File: config.mk
export PLATFORM = sky130hd
export DESIGN_NAME = fault_latch_with_retry_cooldown
export DESIGN_NICKNAME = d
export VERILOG_FILES = /design/src/rtl/flc_pkg.sv /design/src/rtl/flc_cfg_regs.sv /design/src/rtl/flc_core.sv /design/src/rtl/fault_latch_with_retry_cooldown.sv
export SDC_FILE = /design/constraint.sdc
export NUM_CORES = 1
export LEC_CHECK = 0
export BUFFER_PORTS_ARGS = -buffer_cell sky130_fd_sc_hd__buf_2
export CORE_MARGIN = 1.5
export CORE_UTILIZATION = 57
export DETAILED_ROUTE_END_ITERATION = 10
export GPL_ROUTABILITY_DRIVEN = 0
export PLACE_DENSITY = 0.81
export SYNTH_ARGS = -nofsm -noshare
export SYNTH_HDL_FRONTEND = slang
export SYNTH_SLANG_ARGS = --single-unit
File: constraint.sdc
create_clock -name clk -period 4.5 [get_ports clk]
set_input_delay 0.225 -clock clk [delete_from_list [all_inputs] [get_ports clk]]
set_output_delay 0.225 -clock clk [all_outputs]
set_load 0.01 [all_outputs]
File: src/rtl/flc_pkg.sv
// ----------------------------------------------------------------------------
// flc_pkg
// Shared types and constants for the fault latch with retry cooldown.
// ----------------------------------------------------------------------------
package flc_pkg;

  // command codes carried in the input tuser
  typedef enum logic [1:0] {
    CMD_FAULT   = 2'd0,
    CMD_CLEAR   = 2'd1,
    CMD_TICK    = 2'd2,
    CMD_RECOVER = 2'd3
  } cmd_t;

  // register indexes on the configuration port
  localparam logic [1:0] REG_SHUTDOWN_MASK  = 2'd0;
  localparam logic [1:0] REG_COOLDOWN_TICKS = 2'd1;
  localparam logic [1:0] REG_MAX_RETRIES    = 2'd2;

  localparam int CFG_ADDR_W = 4;
  localparam int CFG_DATA_W = 32;

  localparam int FLAGS_W    = 8;
  localparam int ZONE_W     = 8;
  localparam int COUNT_W    = 16;
  localparam int RETRY_W    = 8;
  localparam int COOLDOWN_W = 20;

  localparam logic [COUNT_W-1:0]    COUNT_MAX = '1;
  localparam logic [RETRY_W-1:0]    RETRY_MAX = '1;

  localparam logic [FLAGS_W-1:0]    RST_SHUTDOWN_MASK  = 8'd3;
  localparam logic [COOLDOWN_W-1:0] RST_COOLDOWN_TICKS = 20'd30000;
  localparam logic [RETRY_W-1:0]    RST_MAX_RETRIES    = 8'd3;

  typedef struct packed {
    logic [FLAGS_W-1:0]    shutdown_mask;
    logic [COOLDOWN_W-1:0] cooldown_ticks;
    logic [RETRY_W-1:0]    max_retries;
  } cfg_t;

  // result item, laid out exactly as out_tdata (lowest field last)
  typedef struct packed {
    logic                  fill;
    logic [COOLDOWN_W-1:0] cooldown_left;
    logic                  recover_ok;
    logic [RETRY_W-1:0]    retry_total;
    logic [COUNT_W-1:0]    fault_total;
    logic [FLAGS_W-1:0]    zone_flags;
    logic [FLAGS_W-1:0]    latched_flags;
    logic                  any_fault;
    logic                  shutdown_active;
  } result_t;

endpackage

File: src/rtl/flc_cfg_regs.sv
// ----------------------------------------------------------------------------
// flc_cfg_regs
// APB-style register file for shutdown mask, cooldown length and retry limit.
// ----------------------------------------------------------------------------
module flc_cfg_regs (
  input  logic                            clk,
  input  logic                            rst_n,
  input  logic                            cfg_psel,
  input  logic                            cfg_penable,
  input  logic                            cfg_pwrite,
  input  logic [flc_pkg::CFG_ADDR_W-1:0]  cfg_paddr,
  input  logic [flc_pkg::CFG_DATA_W-1:0]  cfg_pwdata,
  output logic [flc_pkg::CFG_DATA_W-1:0]  cfg_prdata,
  output logic                            cfg_pready,
  output flc_pkg::cfg_t                   cfg
);
  import flc_pkg::*;

  cfg_t       cfg_r;
  logic       wr_en;
  logic [1:0] reg_idx;

  assign cfg_pready = 1'b1;
  assign wr_en      = cfg_psel && cfg_penable && cfg_pwrite && cfg_pready;
  assign reg_idx    = cfg_paddr[3:2];
  assign cfg        = cfg_r;

  always_ff @(posedge clk) begin
    if (!rst_n) begin
      cfg_r.shutdown_mask  <= RST_SHUTDOWN_MASK;
      cfg_r.cooldown_ticks <= RST_COOLDOWN_TICKS;
      cfg_r.max_retries    <= RST_MAX_RETRIES;
    end else if (wr_en) begin
      unique case (reg_idx)
        REG_SHUTDOWN_MASK:  cfg_r.shutdown_mask  <= cfg_pwdata[FLAGS_W-1:0];
        REG_COOLDOWN_TICKS: cfg_r.cooldown_ticks <= cfg_pwdata[COOLDOWN_W-1:0];
        REG_MAX_RETRIES:    cfg_r.max_retries    <= cfg_pwdata[RETRY_W-1:0];
        default: ;
      endcase
    end
  end

  always_comb begin
    unique case (reg_idx)
      REG_SHUTDOWN_MASK:  cfg_prdata = CFG_DATA_W'(cfg_r.shutdown_mask);
      REG_COOLDOWN_TICKS: cfg_prdata = CFG_DATA_W'(cfg_r.cooldown_ticks);
      REG_MAX_RETRIES:    cfg_prdata = CFG_DATA_W'(cfg_r.max_retries);
      default:            cfg_prdata = '0;
    endcase
  end

endmodule

File: src/rtl/flc_core.sv
// ----------------------------------------------------------------------------
// flc_core
// Protection state (flags, zone histories, counters, shutdown) and its
// single-pass update for one command.
// ----------------------------------------------------------------------------
module flc_core #(
  parameter int ZONE_COUNT  = 4,
  parameter int FAULT_WIDTH = 8
) (
  input  logic                         clk,
  input  logic                         rst_n,
  input  logic                         step,
  input  flc_pkg::cmd_t                cmd,
  input  logic [flc_pkg::FLAGS_W-1:0]  fault_bits,
  input  logic [flc_pkg::ZONE_W-1:0]   zone,
  input  flc_pkg::cfg_t                cfg,
  output flc_pkg::result_t             result
);
  import flc_pkg::*;

  localparam int FLAG_W = (FAULT_WIDTH < FLAGS_W) ? FAULT_WIDTH : FLAGS_W;
  localparam int ZIDX_W = (ZONE_COUNT > 1) ? $clog2(ZONE_COUNT) : 1;

  logic [FLAG_W-1:0]     gflags_r,   gflags_nxt;
  logic [FLAG_W-1:0]     zhist_r     [ZONE_COUNT];
  logic [FLAG_W-1:0]     zhist_nxt   [ZONE_COUNT];
  logic [COUNT_W-1:0]    fcount_r,   fcount_nxt;
  logic                  sd_r,       sd_nxt;
  logic [RETRY_W-1:0]    retry_r,    retry_nxt;
  logic [COOLDOWN_W-1:0] cd_r,       cd_nxt;

  logic [FLAG_W-1:0]     bits;
  logic [ZIDX_W-1:0]     zidx;
  logic                  ok;
  logic                  try_recover;
  logic                  do_clear;

  assign bits = fault_bits[FLAG_W-1:0];

  // out-of-range zones fold onto zone 0
  always_comb begin
    if (zone < ZONE_W'(ZONE_COUNT)) zidx = zone[ZIDX_W-1:0];
    else                            zidx = '0;
  end

  always_comb begin
    gflags_nxt  = gflags_r;
    zhist_nxt   = zhist_r;
    fcount_nxt  = fcount_r;
    sd_nxt      = sd_r;
    retry_nxt   = retry_r;
    cd_nxt      = cd_r;
    ok          = 1'b0;
    try_recover = 1'b0;
    do_clear    = 1'b0;

    unique case (cmd)
      CMD_FAULT: begin
        gflags_nxt      = gflags_r | bits;
        zhist_nxt[zidx] = zhist_r[zidx] | bits;
        if (fcount_r != COUNT_MAX) fcount_nxt = fcount_r + 1'b1;
        if ((bits & cfg.shutdown_mask[FLAG_W-1:0]) != '0) begin
          sd_nxt = 1'b1;
          cd_nxt = cfg.cooldown_ticks;
          if (retry_r != RETRY_MAX) retry_nxt = retry_r + 1'b1;
        end
      end
      CMD_CLEAR: begin
        do_clear = 1'b1;
      end
      CMD_TICK: begin
        if (cd_r != '0) cd_nxt = cd_r - 1'b1;
        try_recover = 1'b1;
      end
      CMD_RECOVER: begin
        try_recover = 1'b1;
      end
      default: ;
    endcase

    // recovery sees the cooldown after this item's tick
    if (try_recover) begin
      if (!sd_r) begin
        ok = 1'b1;
      end else if (cd_nxt == '0 && retry_r <= cfg.max_retries) begin
        ok       = 1'b1;
        sd_nxt   = 1'b0;
        do_clear = 1'b1;
      end
    end

    if (do_clear) begin
      gflags_nxt = '0;
      for (int i = 0; i < ZONE_COUNT; i++) zhist_nxt[i] = '0;
      retry_nxt = '0;
    end
  end

  always_ff @(posedge clk) begin
    if (!rst_n) begin
      gflags_r <= '0;
      for (int i = 0; i < ZONE_COUNT; i++) zhist_r[i] <= '0;
      fcount_r <= '0;
      sd_r     <= 1'b0;
      retry_r  <= '0;
      cd_r     <= '0;
    end else if (step) begin
      gflags_r <= gflags_nxt;
      zhist_r  <= zhist_nxt;
      fcount_r <= fcount_nxt;
      sd_r     <= sd_nxt;
      retry_r  <= retry_nxt;
      cd_r     <= cd_nxt;
    end
  end

  always_comb begin
    result                 = '0;
    result.shutdown_active = sd_nxt;
    result.any_fault       = (gflags_nxt != '0);
    result.latched_flags   = FLAGS_W'(gflags_nxt);
    result.zone_flags      = FLAGS_W'(zhist_nxt[zidx]);
    result.fault_total     = fcount_nxt;
    result.retry_total     = retry_nxt;
    result.recover_ok      = ok;
    result.cooldown_left   = cd_nxt;
  end

endmodule

File: src/rtl/fault_latch_with_retry_cooldown.sv
// ----------------------------------------------------------------------------
// fault_latch_with_retry_cooldown
// Hiccup-mode protection latch: latches fault flags, forces shutdown on
// masked faults and releases it after a cooldown with a bounded retry count.
// ----------------------------------------------------------------------------
// Each input transaction carries a command in in_tuser (report fault, clear,
// tick, recover) and the fault flags and zone in in_tdata; every command
// returns exactly one result transaction with the protection state after it.
// The block takes one transaction per clock while the output accepts: a
// transaction is captured in the input register, is applied to the state in
// a single combinational pass and lands in the output register, where it is
// offered on out_tvalid and completes at an edge with out_tready high.
// Back-pressure on the output stalls the input register, and in_tready drops
// only when both stages are full.
// Configuration (shutdown mask, cooldown length, retry limit) is written over
// the APB port at byte addresses 0, 4 and 8 and should only change while no
// transaction is in flight.
// ----------------------------------------------------------------------------
module fault_latch_with_retry_cooldown #(
  parameter int ZONE_COUNT  = 4,
  parameter int FAULT_WIDTH = 8
) (
  input  logic                            clk,
  input  logic                            rst_n,
  // command input
  input  logic                            in_tvalid,
  output logic                            in_tready,
  input  logic [15:0]                     in_tdata,   // fault_bits[7:0], zone[15:8]
  input  logic [1:0]                      in_tuser,   // command[1:0]
  // result output
  output logic                            out_tvalid,
  input  logic                            out_tready,
  // shutdown_active[0], any_fault[1], latched_flags[9:2], zone_flags[17:10],
  // fault_total[33:18], retry_total[41:34], recover_ok[42],
  // cooldown_left[62:43], zero[63]
  output logic [63:0]                     out_tdata,
  // configuration
  input  logic                            cfg_psel,
  input  logic                            cfg_penable,
  input  logic                            cfg_pwrite,
  input  logic [flc_pkg::CFG_ADDR_W-1:0]  cfg_paddr,
  input  logic [flc_pkg::CFG_DATA_W-1:0]  cfg_pwdata,
  output logic [flc_pkg::CFG_DATA_W-1:0]  cfg_prdata,
  output logic                            cfg_pready
);
  import flc_pkg::*;

  cfg_t                cfg;

  // input stage
  logic                in_valid_r;
  cmd_t                in_cmd_r;
  logic [FLAGS_W-1:0]  in_bits_r;
  logic [ZONE_W-1:0]   in_zone_r;

  // output stage
  logic                out_valid_r;
  result_t             out_data_r;
  result_t             result;

  logic                advance;
  logic                in_take;

  // item moves from input register to output register
  assign advance   = in_valid_r && (!out_valid_r || out_tready);
  assign in_tready = !in_valid_r || advance;
  assign in_take   = in_tvalid && in_tready;

  flc_cfg_regs u_cfg (
    .clk         (clk),
    .rst_n       (rst_n),
    .cfg_psel    (cfg_psel),
    .cfg_penable (cfg_penable),
    .cfg_pwrite  (cfg_pwrite),
    .cfg_paddr   (cfg_paddr),
    .cfg_pwdata  (cfg_pwdata),
    .cfg_prdata  (cfg_prdata),
    .cfg_pready  (cfg_pready),
    .cfg         (cfg)
  );

  flc_core #(
    .ZONE_COUNT  (ZONE_COUNT),
    .FAULT_WIDTH (FAULT_WIDTH)
  ) u_core (
    .clk        (clk),
    .rst_n      (rst_n),
    .step       (advance),
    .cmd        (in_cmd_r),
    .fault_bits (in_bits_r),
    .zone       (in_zone_r),
    .cfg        (cfg),
    .result     (result)
  );

  // input register: control reset, payload loads on accept
  always_ff @(posedge clk) begin
    if (!rst_n) begin
      in_valid_r <= 1'b0;
    end else if (in_take) begin
      in_valid_r <= 1'b1;
    end else if (advance) begin
      in_valid_r <= 1'b0;
    end
  end

  always_ff @(posedge clk) begin
    if (in_take) begin
      in_cmd_r  <= cmd_t'(in_tuser);
      in_bits_r <= in_tdata[7:0];
      in_zone_r <= in_tdata[15:8];
    end
  end

  // output register holds the result until the transaction completes
  always_ff @(posedge clk) begin
    if (!rst_n) begin
      out_valid_r <= 1'b0;
    end else if (advance) begin
      out_valid_r <= 1'b1;
    end else if (out_tready) begin
      out_valid_r <= 1'b0;
    end
  end

  always_ff @(posedge clk) begin
    if (advance) begin
      out_data_r <= result;
    end
  end

  assign out_tvalid = out_valid_r;
  assign out_tdata  = out_data_r;

endmodule

==> impl_metrics.yaml <==
outcome:
  outcome: "finished, final reports clean"
clock_tree:
  cts.reportedPaths.clkPinSlew_ns: 0.06
  insertion_delay_ns: 0.52
  cts_sinks: 204
  cts_buffer_depth: 3
  numCtsBuffers: 22
  cts_resized: 0
  postCtsSetupBuffers: 0
  cts_root_buffer: "clkbuf_16"
  htree_num_levels: 1
  cts_tree: "yes"
min_path:
  hp-class: "input pin to register"
placed_design:
  dpl-instance-area_um2: 10500
  port_buffers: 131
  placedCellCount: 1338
  hpwl_um: 16700
floorplan:
  die_w_um: 133
  pin_count: 160
  core_area_um2: 16500
  start_util_pct: 58.2
  die-area_um2: 17700
  rows: 47
  die_y_um: 133
worst_setup_path:
  cp_slowest_cell: "nor4_4"
  slowest_delay_ns: 0.71
  path_cells: "a22o_1 > nor4_4 > mux2i_1 > a2111oi_4 > o311a_1 > nand4_1 > o41a_1 > nor2_2 > buf_12 > a21oi_1"
  path_delay_family: "compound AO/OA/AOI/OAI gates"
  worst-path-buf-inv: 1
  cp-end-kind: "register"
  critPathLaunchType: "register"
  cp_max_fo: 25
  cp.arrival_ns: 4.40
  path_class: "register to register"
  worstPathRequired_ns: 4.75
cells_and_area:
  syn_to_final_growth_pct: 20.6
  drive_gt1_share_pct: 17.9
  fill_cells: 1272
  insertedDiodeCount: 0
  multi_input_area_um2: 4340
  regArea_um2: 4890
  nNetsFinal: 1253
  fin_area_um2: 11600
  fin_cells: 1416
pwr:
  p_leak_uw: 0.00449
  p_per_area_nw_per_um2: 378
  worst_ir_drop_vdd_v: 0.000328
  swShare_pct: 25.4
  seqPwrFrac_pct: 46.5
  p_int_uw: 3280
  pwr-share-comb_pct: 12.0
  clockPowerShare_pct: 41.4
  p_sw_uw: 1110
timing:
  fmax_mhz: 241
  hold_violations: 0
  setup_tns_ns: 0
  relSlewSlack_pct: 14.2
  period_minus_slack_ns: 4.15
  period_share_pct: 92.2
  maxSlewViolCount: 0
  tightestPinTransition_ns: 1.27
  setup_viol: 0
  rsz0062_at_grt: "no"
  finalClockSkew_ns: 0.0180
yosys:
  synth_top_flop_cell: "dfxtp_1"
  yosys_warnings: 0
  netlist_instances: 1019
  synth_top_area_share_pct: 25.6
  synth_area_um2: 9630
  synth.area.top_cells: "dfxtp_1 26%, edfxtp_1 25%, nand2_1 4.8%"
  yosys.area.top_type: "dfxtp_1"
  synth_seq_cells: 204
  synth.distinct_cells: 72
  async_flop_share_pct: 0
  synth-edff-count: 81
  seq_area_frac_synth_pct: 50.9
  synth.avg_cell_area_um2: 9.45
global_route:
  grt_util_met2_pct: 48.4
  grt-ovfl-total: 0
  grt_use_met1_pct: 37.4
  grt_use_total_pct: 28.8
  busiest_layer: "met2"
  antenna_found_initial: 0
  grt_pass1_wl_um: 40900
  groute.layer.met3.usage_pct: 4.83
  grt_pass1_vias: 7938
  grt_max_degree: 62
route:
  num_vias: 8500
  wl_per_cell_um: 18.3
  wl_um: 25900
  drt_iter0_markers: 1105
  vias_per_cell: 6.00
  drc: 0
  first_pass_iters: 7
  drt.antenna.violating_nets: 0
run:
  cap_violations: 0
==> power groups by stage <==
stage / logic (µW) / registers [µW] / clock network, µW
after floorplan: 315 / 2090 / 0
after global placement: 477 / 2080 / 0
after detailed placement: 486 / 2080 / 0
after CTS: 514 / 2040 / 1830
after global routing: 572 / 2050 / 1910
final: 529 / 2050 / 1820
==> worst min-delay path: stages <==
cell and delay [ns]:
buf_2 0.08, nor2b_1 0.06, nor2_1 0.09, nor2_1 0.04
==> cell type report <==
type | count | share of cell area [%]
clock buffers | 29 | 5.32
clock inverters | 11 | 1.00
inverters | 29 | 0.959
multi-input cells | 726 | 37.3
flip-flops and latches | 204 | 42.2
well taps | 220 | 2.37
repair buffers | 197 | 10.8
==> flip-flops by register name, summed over array words and instances, names as in the netlist <==
signal / cells
u_core.cd_r: 20
in_zone_r: 8
u_core.sd_r: 1
u_core.zhist_r: 32
u_core.fcount_r: 16
out_tdata: 63
in_valid_r: 1
u_cfg.cfg: 36
u_core.gflags_r: 8
in_cmd_r: 2
in_bits_r: 8
out_tvalid: 1
u_core.retry_r: 8
==> metal layers <==
layer / vias up / wire length [µm]
met4: 0 / 747
li1: 4003 / -
met2: 479 / 12500
met3: 60 / 2130
met5: - / 0
met1: 3958 / 10500
==> per-stage QoR <==
stage | power [µW] | utilization (%) | hold slack, ns | worst slack [ns]
4_1_cts | 4390 | 70.3 | 0.0133 | 0.439
6_report | 4390 | 70.3 | 0.0219 | 0.351
3_3_place_gp | 2560 | 63.5 | 0.401 | 0.524
3_5_place_dp | 2570 | 63.5 | 0.403 | 0.435
2_1_floorplan | 2400 | - | 0.324 | 1.05
5_1_grt | 4530 | 70.3 | 0.0288 | 0.168
==> worst paths after layout <==
path | cells after the start | slack, ns | to | startpoint
max reg2reg | 10 | 0.35 | out_tdata[15] | in_bits_r[5]
min reg2reg | 1 | 0.46 | u_core.zhist_r[11] | u_core.zhist_r[11]
min | 4 | 0.02 | out_tvalid | out_tready
max | 10 | 0.35 | out_tdata[15] | in_bits_r[5]
==> placed cells by master (no fill, tap or decap), drive strengths merged, types with 7 or more instances in the layout <==
| cell type | synthesis | final |
|---|---|---|
| nor2 | 97 | 97 |
| inv | 28 | 29 |
| o2bb2ai | 19 | 19 |
| xnor2 | 13 | 13 |
| a31oi | 13 | 13 |
| a22oi | 8 | 8 |
| nor2b | 22 | 22 |
| nor3 | 25 | 25 |
| dfxtp | 123 | 123 |
| and2 | 19 | 19 |
| nand3 | 29 | 29 |
| ha | 12 | 12 |
| or3 | 12 | 12 |
| nand2b | 12 | 12 |
| clkinv | 1 | 8 |
| a22o | 9 | 9 |
| nor4 | 16 | 16 |
| dlygate4sd3 | 0 | 38 |
| nand2 | 124 | 124 |
| clkbuf | 40 | 29 |
| nand4 | 22 | 22 |
| o211ai | 7 | 7 |
| edfxtp | 81 | 81 |
| buf | 32 | 159 |
| conb | 2 | 14 |
| mux2i | 27 | 27 |
| a211oi | 13 | 13 |
| and3 | 9 | 9 |
| o21ai | 39 | 39 |
| xor2 | 11 | 11 |
| a21oi | 82 | 82 |
==> kinds of logic (layout without fill, tap and decap cells) <==
group | Yosys count | after routing | share of synthesized area, %
AND/OR/NAND/NOR | 407 | 407 | 20.9
AO/OA/AOI/OAI | 239 | 239 | 16.6
flip-flops | 204 | 204 | 50.9
buffers and inverters | 101 | 266 | 4.72
multiplexers | 30 | 30 | 3.16
XOR/XNOR | 24 | 24 | 2.18
adder cells (fa/ha/maj) | 12 | 12 | 1.56
other | 2 | 14 | 0.0780
==> synth_stat cells (7+ instances only) <==
master / count
a22o_1: 9
xnor2_1: 13
nand3_1: 29
nand4_1: 22
nor2b_1: 22
o211ai_1: 7
buf_4: 14
ha_1: 12
nor2_1: 96
o2bb2ai_1: 19
inv_1: 28
nor3_1: 24
nand2b_1: 12
clkbuf_1: 40
a21oi_1: 82
o21ai_0: 36
mux2i_1: 27
a211oi_1: 12
and3_1: 9
xor2_1: 11
a31oi_1: 13
or3_1: 12
dfxtp_1: 123
buf_2: 12
nand2_1: 124
nor4_1: 12
and2_1: 19
edfxtp_1: 81
a22oi_1: 8
==> repair_timing <==
action                                 CTS  global route
setup endpoints to repair                0             0
hold buffers                            38             0
endpoints found under the hold margin   48             0
(Power assumes the default switching activity.)
